$ cat src/rtl/core/mgig_ram.sv
module mgig_ram #(
  parameter int WIDTH = 8,
  parameter int DEPTH = 16
) (
  input  logic                     clk,
  input  logic                     we,
  input  logic [$clog2(DEPTH)-1:0] waddr,
  input  logic [WIDTH-1:0]         wdata,
  input  logic                     re,
  input  logic [$clog2(DEPTH)-1:0] raddr,
  output logic [WIDTH-1:0]         rdata
);

  logic [WIDTH-1:0] mem [DEPTH];

  // Write port
  always_ff @(posedge clk) begin
    if (we) begin
      mem[waddr] <= wdata;
    end
  end

  // Registered read, held while not enabled
  always_ff @(posedge clk) begin
    if (re) begin
      rdata <= mem[raddr];
    end
  end

endmodule

$ cat config.mk
export PLATFORM = sky130hd
export DESIGN_NAME = mgig_ram
export DESIGN_NICKNAME = d
export VERILOG_FILES = /design/src/rtl/core/mgig_ram.sv
export SDC_FILE = /design/constraint.sdc
export NUM_CORES = 1
export LEC_CHECK = 0
export ABC_AREA = 1
export BUFFER_PORTS_ARGS = -buffer_cell sky130_fd_sc_hd__buf_2
export CAP_MARGIN = 40
export CORE_MARGIN = 2
export CORE_UTILIZATION = 40
export CTS_CLUSTER_DIAMETER = 150
export DETAILED_ROUTE_END_ITERATION = 8
export GPL_ROUTABILITY_DRIVEN = 0
export MAX_ROUTING_LAYER = met4
export PLACE_DENSITY = 0.65
export SLEW_MARGIN = 10
export SYNTH_ARGS = -nofsm -noshare
export SYNTH_HDL_FRONTEND = slang
export SYNTH_SLANG_ARGS = --single-unit
$ cat constraint.sdc
create_clock -name clk -period 1.3 [get_ports clk]
set_input_delay 0.325 -clock clk [delete_from_list [all_inputs] [get_ports clk]]
set_output_delay 0.325 -clock clk [all_outputs]
set_load 0.01 [all_outputs]
==> flow_summary.ini, run 1 <==
[synthesis]
yosysTopAreaCell = edfxtp_1
synth_edf_count = 136
ys_types = 11
yosysMostFrequentCell = nand2_1
synth_ff_type = edfxtp_1
synthCells = 551
syn_nets = 570
yosysSeqAreaShare_pct = 69.8
ys_ff_latch = 136
synth_area_leaders = edfxtp_1, nand2_1, nand3_1, inv_1, buf_6
synth_top_area_share_pct = 69.8
yosys-top-cells-count = nand2_1, edfxtp_1, inv_1
syn_avg_cell_area_um2 = 10.6
ys_async_sr_fraction_pct = 0
syn_area_um2 = 5850
yosysWarnings = 0

[grt]
antenna_found_initial = 0
track_usage_pct = 18.2
grt_max_degree = 65
grt_pass1_vias = 3935
grt_pass1_wl_um = 20500
grt-ovfl-total = 0

[layout]
drive_above_1_share_pct = 12.6
fin_cells = 794
syn_to_final_growth_pct = 17.0
antenna_cells = 0
nNetsFinal = 620

[clocking]
post_cts_buffers = 0
clk_pin_slew_ns = 0.05
cts-root-buf = clkbuf_16
cts_tree = yes
cts_buffers = 17
clk_latency_ns = 0.41
cts_hold_buf = 0
cts_resized = 0
cts.path.max_buffers = 2
clock-sinks = 136
htreeDepth = 4

[outcome]
status = finished with violations
violations = setup timing

[sta]
slew_headroom_pct = 76.0
post-route-min-period_ns = 1.35
tightest_slew_ns = 0.360
setup_viol = 2
rsz0062_at_grt = yes
drv_slew = 0
fin_crit_sh_pct = 104
fin_tns_setup_ns = -0.106
final_hold_viol_count = 0
worst_slack_ns = -0.0549
fmax_mhz = 738
clock-skew-final_ns = 0.00479

[worst_setup_path]
cp-startpoint = rdata[7]$_DFFE_PP_
worstPathArrival_ns = 1.03
critPathRequiredTime_ns = 0.98
path_cells = buf_2
worst-setup-path-type = flip-flop to primary output
worstSetupStartpointType = flip-flop
cp_max_fo = 1
cp-end-kind = primary output
cp_slowest_cell = edfxtp_1
critPathTopFamily = flip-flops
rr_startpoint = mem[7][5]$_DFFE_PP_
reg2reg_to = rdata[5]$_DFFE_PP_
crit_buf_inv = 1
r2r_slack_ns = 0.09
critical_path.max_stage_delay_ns = 0.44
r2r_cells = 6

[min_path]
min_from = re
hold_end = rdata[2]$_DFFE_PP_
hold_depth = 1
worst_hold_path_type = input port to flip-flop

[route]
wl_per_cell_um = 16.2
drt_pass1_iterations = 5
drc = 0
wirelength_um = 12900
viasPerCell = 4.93
drt_iter0_markers = 422
routed-via-count = 3913
final_antenna_net_count = 0

[floorplan]
dieArea_um2 = 15600
die_h_um = 125
rows = 44
chipWidth_um = 125
ios = 27
core_um2 = 14400
start_util_pct = 40.5

[power]
p_total_mw = 9.91
combPwrFrac_pct = 6.4
p_int_mw = 7.88
power_density_nw_per_um2 = 1450
peakVddDrop_mv = 1.33
sw_frac_of_total_pct = 20.5
p_clk_share_pct = 43.4
leakagePower_nw = 2.95
pwr-share-seq_pct = 50.2
switchingPower_mw = 2.03

[placed_design]
place_ws_ns = -0.267
io_buffers = 26
hpwl_um = 8090
place_inst = 766

[flow_run]
drv_cap = 0
-- stage by stage --
step / instance area (um^2) / util [%] / hold WS, ns
after floorplan: 5850 / - / 0.424
after global placement: 6320 / 43.8 / 0.701
after detailed placement: 6320 / 43.8 / 0.698
after CTS: 6840 / 47.4 / 0.261
after global routing: 6840 / 47.4 / 0.268
final: 6840 / 47.4 / 0.289
-- power by group through the flow --
stage                     Sequential [mW]  Combinational (mW)  Clock (mW)
final                                4.97               0.638        4.30
after global placement               5.06               0.625           0
after floorplan                      5.06               0.346           0
after global routing                 4.98               0.711        4.57
after CTS                            4.97               0.640        4.37
after detailed placement             5.06               0.635           0
-- layout by cell type (no fill, tap or decap), drive strengths merged --
cell type / count
clkinv: 6
edfxtp: 136
clkbuf: 20
nor2: 17
bufinv: 2
buf: 55
inv: 102
nand3b: 2
nand3: 97
nand2: 173
-- cell type report --
cell class | count | area (um^2)
Fill cell | 1308 | 7580
Sequential cell | 136 | 4080
Multi-Input combinational cell | 289 | 1210
Clock inverter | 8 | 83.8
Tap cell | 184 | 230
Clock buffer | 20 | 437
Inverter | 102 | 383
Timing Repair Buffer | 55 | 410
-- how the worst max path moves through the flow --
stage	end	slack (ns)	depth (start not counted)
2_1_floorplan	mem[4][0]$_DFFE_PP_	0.02	2
3_3_place_gp	rdata[5]$_DFFE_PP_	-0.26	7
3_5_place_dp	rdata[3]$_DFFE_PP_	-0.27	7
4_1_cts	rdata[7]	-0.06	1
5_1_grt	rdata[7]	-0.1	1
6_report	rdata[7]	-0.05	1
-- state kept, by name (all words and copies together), names as in the netlist --
signal	cells
rdata	8
mem	128
-- per-layer routing --
layer  wire, um  vias up  global-route usage [%]  part of all wire (%)
met5          0        -                       -                     0
met4        341        0                    8.43                   2.7
met3        914       28                    5.24                   7.1
met2       6170      146                    27.4                    48
met1       5430     1858                    22.9                    42
li1           -     1881                       -                     -
-- logic make-up after synthesis --
kind of cell,after synthesis,share of synthesized area (%)
AND/OR/NAND/NOR,289,20.8
flip-flops,136,69.8
buffers and inverters,126,9.39
Note: power is estimated with default switching activity, not from simulation.
==> run 2: changes to the inputs <==
GPL_TIMING_DRIVEN = 0   (was default)
==> run 2 against run 1 <==
Net effect: the flow still finishes with violations (setup timing); global-route usage increased by 0.96 points; die area stayed put; critical path type is now input port to flip-flop; non-clock buffer count decreased by 7; register-to-register slack improved by 0.05 ns; worst setup slack improved by 0.026 ns; highest routed layer unchanged; largest cell class unchanged.
==> flow_summary.ini, run 2 (synthesized netlist as in run 1, its figures left out) <==
[worst_setup_path]
critPathRequiredTime_ns = 1.34
crit_buf_inv = 1
cp-startpoint = waddr[2]
path_cells = buf_2, nand3b_1, nor2_1
worstPathArrival_ns = 1.37
reg2reg_to = rdata[0]$_DFFE_PP_
critical_path.max_stage_delay_ns = 0.64
worst-setup-path-type = input port to flip-flop
r2r_slack_ns = 0.14
cp_max_fo = 8
cp-end-kind = flip-flop
r2r_cells = 6
worstSetupStartpointType = input port
critPathTopFamily = simple AND/OR/NAND/NOR gates
rr_startpoint = mem[7][0]$_DFFE_PP_
cp_slowest_cell = nor2_1
cp.depth = 3

[floorplan]
die_h_um = 125
rows = 44
ios = 27
dieArea_um2 = 15600
core_um2 = 14400
chipWidth_um = 125
start_util_pct = 40.5

[min_path]
worst_hold_path_type = input port to flip-flop
hold_end = rdata[7]$_DFFE_PP_
hold_depth = 1
min_from = re

[layout]
fin_cells = 791
num-fill-cells = 1274
reg.largest.list = mem: 128 flops, rdata: 8 flops
syn_to_final_growth_pct = 17.3
antenna_cells = 0
largest_reg_flops = 128
drive_above_1_share_pct = 14.7
layout_commonest_cell = nand2_1
nNetsFinal = 613
regMostFlops = mem
stdcell_area_um2 = 6860
final_cell_mix = nand2_1, edfxtp_1, inv_1
fin_util_pct = 47.6

[grt]
track_usage_pct = 19.2
grt_pass1_vias = 3861
grt_pass1_wl_um = 21800
grt_max_degree = 17
antenna_found_initial = 0
grt-ovfl-total = 0

[route]
final_antenna_net_count = 0
drc = 0
wl_per_cell_um = 17.4
drt_pass1_iterations = 5
viasPerCell = 4.93
routed-via-count = 3897
drt_iter0_markers = 432
wirelength_um = 13700

[power]
switchingPower_mw = 2.21
leakagePower_nw = 2.93
combPwrFrac_pct = 6.0
power_density_nw_per_um2 = 1560
sw_frac_of_total_pct = 20.6
peakVddDrop_mv = 0.850
p_int_mw = 8.50
pwr-share-seq_pct = 46.4
p_clk_share_pct = 47.6
p_total_mw = 10.7

[flow_run]
drv_cap = 0

[clocking]
cts-root-buf = clkbuf_16
htreeDepth = 4
cts.path.max_buffers = 2
cts_tree = yes
cts_hold_buf = 0
clk_pin_slew_ns = 0.06
clock-sinks = 136
clk_latency_ns = 0.41
cts_buffers = 17

[sta]
worst_slack_ns = -0.0286
drv_slew = 0
final_hold_viol_count = 0
fin_crit_sh_pct = 102
slew_headroom_pct = 50.1
clock-skew-final_ns = 0.00373
tightest_slew_ns = 0.745
rsz0062_at_grt = yes
fmax_mhz = 753
post-route-min-period_ns = 1.33
setup_viol = 24

[placed_design]
place_ws_ns = -0.527
place_area_um2 = 6200
io_buffers = 23
hpwl_um = 9230
place_inst = 759

[outcome]
violations = setup timing
status = finished with violations
==> run 2: cell count changes in the layout (fill, tap and decap cells not counted) <==
cell / delta
buf_1: +1
buf_12: -5
buf_2: +9
buf_4: -19
buf_6: +6
bufinv_16: +3
clkbuf_1: -3
clkbuf_4: +1
clkinv_1: -3
clkinv_2: +3
clkinvlp_4: +4
nor2_1: -10
nor2_2: +10
==> run 2: final cells by class <==
cell class	count	area (um^2)	area share, %
plain buffers	24	169	2.46
clock buffers	17	425	6.20
clock inverters	15	208	3.03
inverters	102	383	5.58
multi-input cells	289	1240	18.1
flip-flops and latches	136	4080	59.5
well taps	184	230	3.36
repair buffers	24	123	1.79
==> run 2: layer usage <==
| layer | wire [um] | vias up | GRT usage (%) |
|---|---|---|---|
| li1 | - | 1871 | - |
| met1 | 6030 | 1828 | 25.6 |
| met2 | 6360 | 175 | 28.7 |
| met3 | 1050 | 23 | 4.21 |
| met4 | 292 | 0 | 7.71 |
| met5 | 0 | - | - |
==> run 2: repair_timing <==
action | CTS | global route
setup buffers | 0 | 0
resized for setup | 6 | 5
setup endpoints to repair | 34 | 58
==> run 2: how the worst max path moves through the flow <==
stage                     endpoint  slack [ns]
2_1_floorplan  mem[4][0]$_DFFE_PP_        0.02
3_3_place_gp   mem[4][1]$_DFFE_PP_       -0.51
3_5_place_dp   mem[4][0]$_DFFE_PP_       -0.53
4_1_cts        mem[7][4]$_DFFE_PP_       -0.02
5_1_grt        mem[7][4]$_DFFE_PP_       -0.11
6_report       mem[8][0]$_DFFE_PP_       -0.03
==> run 2: stage by stage <==
stage,hold slack (ns),TNS (ns)
after floorplan,0.424,0
after global placement,0.654,-51.11
after detailed placement,0.654,-52.47
after CTS,0.227,-0.265
after global routing,0.236,-2.60
final,0.232,-0.403
==> run 2: power groups by stage <==
stage | registers (mW) | logic (mW) | clock network [mW]
2_1_floorplan | 5.06 | 0.346 | 0
3_3_place_gp | 5.05 | 0.613 | 0
3_5_place_dp | 5.06 | 0.627 | 0
4_1_cts | 4.97 | 0.635 | 5.15
5_1_grt | 4.97 | 0.713 | 5.36
6_report | 4.96 | 0.644 | 5.10
